--- src/hw/rtl/hsde_pkg.sv ---
// ----------------------------------------------------------------------------
// hsde_pkg
// Shared types, constants and table functions of the halo speed density
// evaluator.
// ----------------------------------------------------------------------------
package hsde_pkg;

    localparam int SPEED_W     = 16;
    localparam int NORM_W      = 32;
    localparam int CFG_ADDR_W  = 3;
    localparam int CFG_DATA_W  = 32;
    localparam int ORBIT_W     = 14;

    localparam int EXP_TABLE_BITS_DEF = 8;
    localparam int XFRAC       = 16;
    localparam int QUOT_W      = 21;
    localparam int MAG_W       = 18;
    localparam int SQ_W        = 2 * MAG_W;
    localparam int DVS_W       = 32;
    localparam int EXP_W       = 33;
    localparam int DIV_LAT     = QUOT_W + 1;
    localparam int EXP_LAT     = 4;

    localparam logic [16:0] LOG2E_Q16 = 17'd94548;

    localparam logic [CFG_ADDR_W-1:0] CFG_DISPERSION = 3'd0;
    localparam logic [CFG_ADDR_W-1:0] CFG_SUN        = 3'd1;
    localparam logic [CFG_ADDR_W-1:0] CFG_ORBIT      = 3'd2;
    localparam logic [CFG_ADDR_W-1:0] CFG_COS        = 3'd3;
    localparam logic [CFG_ADDR_W-1:0] CFG_ESCAPE     = 3'd4;
    localparam logic [CFG_ADDR_W-1:0] CFG_NORM       = 3'd5;

    typedef struct packed {
        logic                    zero;
        logic [2*NORM_W-1:0]     scaled;
    } hsde_side_t;

    function automatic logic [31:0] half_root(input int i);
        logic [31:0] r;
        case (i)
            1:  r = 32'd3037000500;
            2:  r = 32'd3611622603;
            3:  r = 32'd3938502376;
            4:  r = 32'd4112874773;
            5:  r = 32'd4202935004;
            6:  r = 32'd4248701965;
            7:  r = 32'd4271771997;
            8:  r = 32'd4283353945;
            9:  r = 32'd4289156690;
            10: r = 32'd4292061010;
            11: r = 32'd4293513907;
            12: r = 32'd4294240540;
            default: r = 32'd0;
        endcase
        return r;
    endfunction

    function automatic logic [EXP_W-1:0] pow2_entry(input int j, input int tbits);
        logic [63:0] acc;
        acc = 64'h1_0000_0000;
        for (int b = 0; b < tbits; b++) begin
            if (((j >> b) & 1) == 1) begin
                acc = (acc * {32'd0, half_root(tbits - b)} + 64'h8000_0000) >> 32;
            end
        end
        return acc[EXP_W-1:0];
    endfunction

endpackage

--- src/hw/rtl/hsde_div.sv ---
// ----------------------------------------------------------------------------
// hsde_div
// Pipelined restoring divider giving (sq * 2^16) / dvs, one quotient bit per
// stage, with a flag for quotients of 2^21 and above.
// ----------------------------------------------------------------------------
module hsde_div (
    input  logic                      aclk,
    input  logic                      aresetn,
    input  logic                      en,
    input  logic                      valid_in,
    input  logic [hsde_pkg::SQ_W-1:0] sq,
    input  logic [hsde_pkg::DVS_W-1:0] dvs,
    output logic                      valid_out,
    output logic                      big,
    output logic [hsde_pkg::QUOT_W-1:0] quot
);
    import hsde_pkg::*;

    logic                vld_reg [0:QUOT_W];
    logic                big_reg [0:QUOT_W];
    logic [DVS_W-1:0]    rem_reg [0:QUOT_W];
    logic [DVS_W-1:0]    dvs_reg [0:QUOT_W];
    logic [QUOT_W-XFRAC-1:0] top_reg [0:QUOT_W];
    logic [QUOT_W-1:0]   q_reg   [0:QUOT_W];

    logic                big_next;

    assign big_next = {1'b0, sq} >= {dvs, 5'b0};

    always_ff @(posedge aclk) begin
        if (!aresetn) begin
            vld_reg[0] <= 1'b0;
        end else if (en) begin
            vld_reg[0] <= valid_in;
        end
    end

    always_ff @(posedge aclk) begin
        if (en) begin
            big_reg[0] <= big_next;
            rem_reg[0] <= big_next ? '0 : DVS_W'(sq >> 5);
            dvs_reg[0] <= dvs;
            top_reg[0] <= sq[QUOT_W-XFRAC-1:0];
            q_reg[0]   <= '0;
        end
    end

    for (genvar s = 1; s <= QUOT_W; s++) begin : g_stage
        localparam int BIT = QUOT_W - s;
        localparam int TOP_IDX = (BIT >= XFRAC) ? BIT - XFRAC : 0;
        logic [DVS_W:0]   shifted;
        logic             take;
        logic [QUOT_W-1:0] q_next;

        always_comb begin
            shifted = {rem_reg[s-1], 1'b0};
            if (BIT >= XFRAC) begin
                shifted[0] = top_reg[s-1][TOP_IDX];
            end
            take    = shifted >= {1'b0, dvs_reg[s-1]};
            q_next  = q_reg[s-1];
            q_next[BIT] = take;
        end

        always_ff @(posedge aclk) begin
            if (!aresetn) begin
                vld_reg[s] <= 1'b0;
            end else if (en) begin
                vld_reg[s] <= vld_reg[s-1];
            end
        end

        always_ff @(posedge aclk) begin
            if (en) begin
                big_reg[s] <= big_reg[s-1];
                rem_reg[s] <= take ? DVS_W'(shifted - {1'b0, dvs_reg[s-1]})
                                   : shifted[DVS_W-1:0];
                dvs_reg[s] <= dvs_reg[s-1];
                top_reg[s] <= top_reg[s-1];
                q_reg[s]   <= q_next;
            end
        end
    end

    assign valid_out = vld_reg[QUOT_W];
    assign big       = big_reg[QUOT_W];
    assign quot      = q_reg[QUOT_W];

endmodule

--- config.mk ---
export PLATFORM = sky130hd
export DESIGN_NAME = hsde_div
export DESIGN_NICKNAME = d
export VERILOG_FILES = /design/src/hw/rtl/hsde_pkg.sv /design/src/hw/rtl/hsde_div.sv
export SDC_FILE = /design/constraint.sdc
export NUM_CORES = 2
export LEC_CHECK = 0
export BUFFER_PORTS_ARGS = -buffer_cell sky130_fd_sc_hd__buf_2
export CAP_MARGIN = 0
export CORE_ASPECT_RATIO = 0.7
export CORE_MARGIN = 2
export CORE_UTILIZATION = 23
export CTS_CLUSTER_SIZE = 14
export DETAILED_ROUTE_END_ITERATION = 8
export GPL_TIMING_DRIVEN = 0
export PLACE_DENSITY_LB_ADDON = 0.25
export SLEW_MARGIN = 10
export SYNTH_ARGS = -nofsm -noshare
export SYNTH_HDL_FRONTEND = slang
export SYNTH_SLANG_ARGS = --single-unit
--- constraint.sdc ---
create_clock -name aclk -period 3.1 [get_ports aclk]
set_input_delay 0.31 -clock aclk [delete_from_list [all_inputs] [get_ports aclk]]
set_output_delay 0.31 -clock aclk [all_outputs]
set_load 0.05 [all_outputs]
# Word level (Yosys, flattened, before mapping)
# Memory sizes are Yosys's and may differ from the RTL's.
# Index checks and enable logic that the tools add are counted.
# W data, S select, Z words.
dict set report totals {
  register_bits 0
  mem_bits_rw 2024
  input_bits 72
  out_inout_bits 23
  wordCells 120
  n_memories 6
}
dict set report op_classes {
  addsub 21
  order_cmp 22
  mux 49
  bitwise 22
}
# memory words width rd rd_ports_with_merged_regs write_ports line
set mem_list {}
lappend mem_list {dvs_reg 22 32 21 0 22 hsde_div.sv:22} ;# logic [DVS_W-1:0] dvs_reg [0:QUOT_W];
lappend mem_list {rem_reg 22 32 21 0 22 hsde_div.sv:21} ;# logic [DVS_W-1:0] rem_reg [0:QUOT_W];
lappend mem_list {q_reg 22 21 22 0 22 hsde_div.sv:24} ;# logic [QUOT_W-1:0] q_reg [0:QUOT_W];
lappend mem_list {top_reg 22 5 21 0 22 hsde_div.sv:23} ;# logic [QUOT_W-XFRAC-1:0] top_reg [0:QUOT_W];
lappend mem_list {big_reg 22 1 22 0 22 hsde_div.sv:20} ;# logic big_reg [0:QUOT_W];
lappend mem_list {vld_reg 22 1 22 0 22 hsde_div.sv:19} ;# logic vld_reg [0:QUOT_W];
# cell n
set op_table {}
lappend op_table {{$ge A33 B32 Y1} 21}
lappend op_table {{$mux W32} 21}
lappend op_table {{$sub A32 B32 Y32} 21}
lappend op_table {{$ge A36 B37 Y1} 1}
lappend op_table {{$mux W31} 1}
lappend op_table {{$mux W1} 27}
lappend op_table {{$or A1 B1 Y1} 22}

# Depth between registers and ports, before layout
dict set report logic_depth {
  depth_word 4
  mapped_depth 15
  ltp_nobuf 13
}

# Worst setup path after synthesis
# No wires, ideal clock.
dict set report synth_path {
  path_type {reg2reg}
  start {memory rem_reg[9][9] (netlist: rem_reg[1][41])}
  end {memory rem_reg[10][11] (netlist: rem_reg[1][75]) (data pin)}
  setup_time_ns 0.260
  t_arrival_ns 3.126
  t_required_ns 2.840
  slack_ns -0.287
  path_stages_with_launch 12
  path_buffers 1
  period_less_slack_ns 3.387
  path_cell_list {edfxtp_1 -> ha_1 -> and3_1 -> and2_1 -> a221oi_2 -> o31ai_1 -> o41a_1 -> a211o_1 -> a311oi_2 -> o21ai_2 -> buf_6 -> mux2_4}
}
# item line
set synth_rtl {}
lappend synth_rtl {{from (decl)} hsde_div.sv:21}

==> tab_implementation.tex <==
\begin{tabular}{lr}
\hline
Metric & Value \\
\hline
\multicolumn{2}{l}{\textbf{Status}} \\
Run status & complete, but fails checks \\
Failing checks & negative setup slack \\
\multicolumn{2}{l}{\textbf{GRT}} \\
Number of antenna violations at the first check in global routing & 24 \\
Vias in the first global route & 63,200 \\
Routing usage on met2 & 16.9\% \\
Total global routing track utilization & 13.2\% \\
Global-route track usage on met3 & 2.79\% \\
Global route overflow & 0 \\
Global Route met1 Usage & 21.9\% \\
Wire length of the first global-routing pass & 412,000 um \\
Pin count of the biggest net entering global routing & 155 \\
Most crowded layer after global routing & met1 \\
\multicolumn{2}{l}{\textbf{Place}} \\
Cell count after placement & 13,600 \\
Number of I/O port buffers & 94 \\
Routability congestion estimate from global placement & 0.902 \\
Detailed-placement wirelength estimate & 206,000 um \\
\multicolumn{2}{l}{\textbf{Pwr}} \\
PwrDens & 1140 nW/um2 \\
Fraction of power spent switching nets & 40.5\% \\
Post-route total power & 139 mW \\
Clock network fraction of design power & 16.2\% \\
Net load switching power & 56.3 mW \\
Sequential share of power & 27.2\% \\
Worst vdd ir & 0.475 mV \\
LEAKAGE & 49.0 nW \\
Internal power consumption & 82.8 mW \\
Power share of the combinational group & 56.6\% \\
\multicolumn{2}{l}{\textbf{Finish}} \\
Share of final-layout standard cells stronger than drive strength 1 & 26.4\% \\
Nets@finish & 9,921 \\
Final instance count without filler cells & 14,600 \\
Synth-to-Final Area Change & 32.3\% \\
Max reg flops & 672 \\
\multicolumn{2}{l}{\textbf{Detailed routing}} \\
Drt wl/cell & 20.0 um \\
Drt pass-1 iters & 6 \\
Starting DRT DRC Count & 6,467 \\
Total number of vias & 68,100 \\
Via density & 4.67 \\
DR DRC count & 0 \\
Post-detailed-routing wire length & 292,000 um \\
Antenna-violating nets left & 0 \\
\multicolumn{2}{l}{\textbf{STA}} \\
Final Worst Setup Slack & -693 ps \\
Summed negative setup slack over all endpoints & -205,660 ps \\
Fin. Hold Viols & 0 \\
Highest clock rate & 0.264 GHz \\
Relative max-transition margin & 29.6\% \\
Period minus WS final & 3790 ps \\
Final count of negative-setup-slack endpoints & 639 \\
RSZ-0062 raised after global routing & yes \\
Least-Margin Pin Slew & 1060 ps \\
Clock Skews & 80.0 ps \\
Pins Over Slew Limit & 0 \\
Period utilisation layout & 122\% \\
Final Hold Slack & 103 ps \\
\multicolumn{2}{l}{\textbf{Floorplan}} \\
Total number of placement rows & 194 \\
Core region area & 400,000 um2 \\
I/O pins & 95 \\
Die area & 408,000 um2 \\
Die span in x & 762 um \\
Die H & 535 um \\
Starting density of the core & 23.2\% \\
\multicolumn{2}{l}{\textbf{Clock tree}} \\
Number of buffers inserted during clock tree synthesis & 187 \\
Number of sinks on the clock net & 1,633 \\
CTS tree & yes \\
Clock input transition at the sequential cells of the worst setup and hold paths & 60 ps \\
Deepest level of the CTS H-tree & 4 \\
Clk\_lat worst skew & 910 ps \\
CTS Buffer Depth & 4 \\
Cell at the root of the clock tree & sky130\_fd\_sc\_hd\_\_clkbuf\_16 \\
\multicolumn{2}{l}{\textbf{Setup path}} \\
Endpoint type of the worst setup path & flop \\
Cell with the biggest individual delay on the critical path & sky130\_fd\_sc\_hd\_\_o41a\_1 \\
Data arrival at the endpoint of the critical path & 4400 ps \\
Logic depth of the worst register-to-register path & 14 \\
Startpoint type of the worst setup path & flop \\
Data required time of the worst path & 3710 ps \\
Cell-by-cell trace of the critical path & inv\_2, ha\_4, buf\_6, a21oi\_4, o21ai\_4, a221oi\_4, o31ai\_4, o41a\_1, a211o\_4, a311oi\_4, buf\_6, o21ai\_4, buf\_12, mux2\_4 \\
Peak per-stage delay on the critical path & 490 ps \\
Critical Setup Path Class & flop to flop \\
Largest fanout on the critical path & 5 \\
\multicolumn{2}{l}{\textbf{Flow run}} \\
Maximum capacitance violations & 0 \\
\multicolumn{2}{l}{\textbf{Yosys}} \\
Mapped Avg Cell Area & 11.3 um2 \\
Net count of the mapped netlist & 8,988 \\
Distinct cell type count of the synthesized netlist & 96 \\
Async SR Flop Fraction & 0\% \\
Sequential element share of the synthesized area & 53.0\% \\
Synthesis-stage register bit count & 1,633 \\
Synthesized netlist cell count & 8,194 \\
Synth Warn \# & 0 \\
Number of flops mapped to enable cells by yosys & 1,632 \\
Post-synthesis cell area & 92,600 um2 \\
Most frequently used flop master after synthesis & sky130\_fd\_sc\_hd\_\_edfxtp\_1 \\
\multicolumn{2}{l}{\textbf{Worst hold path}} \\
Worst hold path type & input port to flop \\
Worst Hold Path Cells & 2 \\
\hline
\end{tabular}
## stage by stage
stage | util (%) | instance area (um2) | worst slack, ps
finish | 30.6 | 122000 | -693
global route | 30.6 | 122000 | -751
CTS | 28.2 | 113000 | -676
detailed placement | 25.2 | 101000 | -2080
global placement | 25.1 | 100000 | -26640
floorplan | - | 93300 | -184
## cells by family (layout without fill, tap and decap cells)
| group | after synthesis | count (layout) | share of synthesized area (%) |
|---|---|---|---|
| simple gates | 1775 | 1775 | 9.16 |
| xor+xnor | 531 | 531 | 5.02 |
| fa+ha+maj | 722 | 722 | 9.92 |
| mux | 307 | 307 | 3.73 |
| other cells | 0 | 6 | 0 |
| compound gates | 2156 | 2157 | 14.8 |
| flops | 1633 | 1633 | 53.0 |
| buf+inv | 1070 | 2152 | 4.44 |
## synthesized netlist by cell type, drive strengths merged (23+ instances only)
| library cell | instances | area [um2] |
|---|---|---|
| nand4 | 110 | 688 |
| o31a | 32 | 282 |
| a21o | 344 | 2580 |
| or2 | 30 | 188 |
| buf | 52 | 285 |
| clkbuf | 150 | 566 |
| ha | 702 | 8780 |
| edfxtp | 1632 | 49000 |
| nor2b | 127 | 795 |
| a211oi | 46 | 365 |
| and3 | 83 | 519 |
| o31ai | 46 | 345 |
| a21boi | 26 | 195 |
| nor3 | 91 | 455 |
| nand2b | 91 | 569 |
| nor2 | 455 | 1710 |
| o21ai | 499 | 2500 |
| and2 | 43 | 269 |
| a21oi | 653 | 3270 |
| xnor2 | 331 | 2900 |
| a211o | 23 | 201 |
| a31oi | 78 | 503 |
| inv | 868 | 3260 |
| o21bai | 82 | 616 |
| nand2 | 536 | 2010 |
| mux2 | 291 | 3290 |
| o21a | 101 | 759 |
| o211ai | 28 | 220 |
| nand3 | 122 | 611 |
| xor2 | 200 | 1750 |
## placed cells by master, fill, tap and decap left out, drive strengths merged, types with 91 or more instances in the layout
master  netlist  final
mux2        291    291
a21oi       653    653
xor2        200    200
nor2b       127    127
inv         868    868
nand3       122    122
nand4       110    110
ha          702    702
buf          52    741
nor2        455    455
o21ai       499    500
nor3         91     91
edfxtp     1632   1632
nand2b       91     91
a21o        344    344
o21a        101    101
nand2       536    536
xnor2       331    331
clkbuf      150    360
## power by group through the flow
stage	clock [mW]	sequential (mW)	combinational [mW]
after global placement	0	38.7	53.2
after global routing	24.1	38.3	84.6
after CTS	23.3	37.3	61.4
after floorplan	0	35.1	38.8
final	22.5	37.8	78.8
after detailed placement	0	37.5	53.5
## layout make-up
cell class                 instances  area (um2)
clock buffer                     228        4900
buffer                           161        2080
sequential                      1633       49000
timing repair buffer             784        7900
antenna                            6        15.0
inverter                         868        3310
clock inverter                   111        1130
fill                           40100      277000
tap                             5292        6620
multi-input combinational       5492       47500
## critical path: cells and delay by family (launching register included)
kind / cells / cell delay, ps
flops: 1 / 430
fa+ha+maj: 1 / 190
compound gates: 8 / 1970
buf+inv: 4 / 620
mux: 1 / 340
## final timing paths
kind | from | end | slack (ps)
worst min-delay path | en | dvs_reg[1][93]$_DFFE_PP_ | 100
worst min register to register | q_reg[2][91]$_DFFE_PP_ | q_reg[2][112]$_DFFE_PP_ | 380
worst max register to register | dvs_reg[2][40]$_DFFE_PP_ | rem_reg[1][94]$_DFFE_PP_ | -690
worst max-delay path | dvs_reg[2][40]$_DFFE_PP_ | rem_reg[1][94]$_DFFE_PP_ | -690
## layer usage
metal / vias to the layer above / part of all wire (%)
li1: 32000 / -
met1: 33800 / 53
met2: 1983 / 37
met3: 325 / 8.0
met4: 6 / 1.6
met5: - / 0.011
## timing repair
item                                    in CTS  in global routing
cloned                                      18                 48
buffers inserted                           171                382
resized for setup                          744               1534
pin swaps                                  165                390
endpoints found under the setup margin     968                866
endpoints found under the hold margin      113                  0
hold buffers                                72                  0
Note: power is estimated with default switching activity, not from simulation.
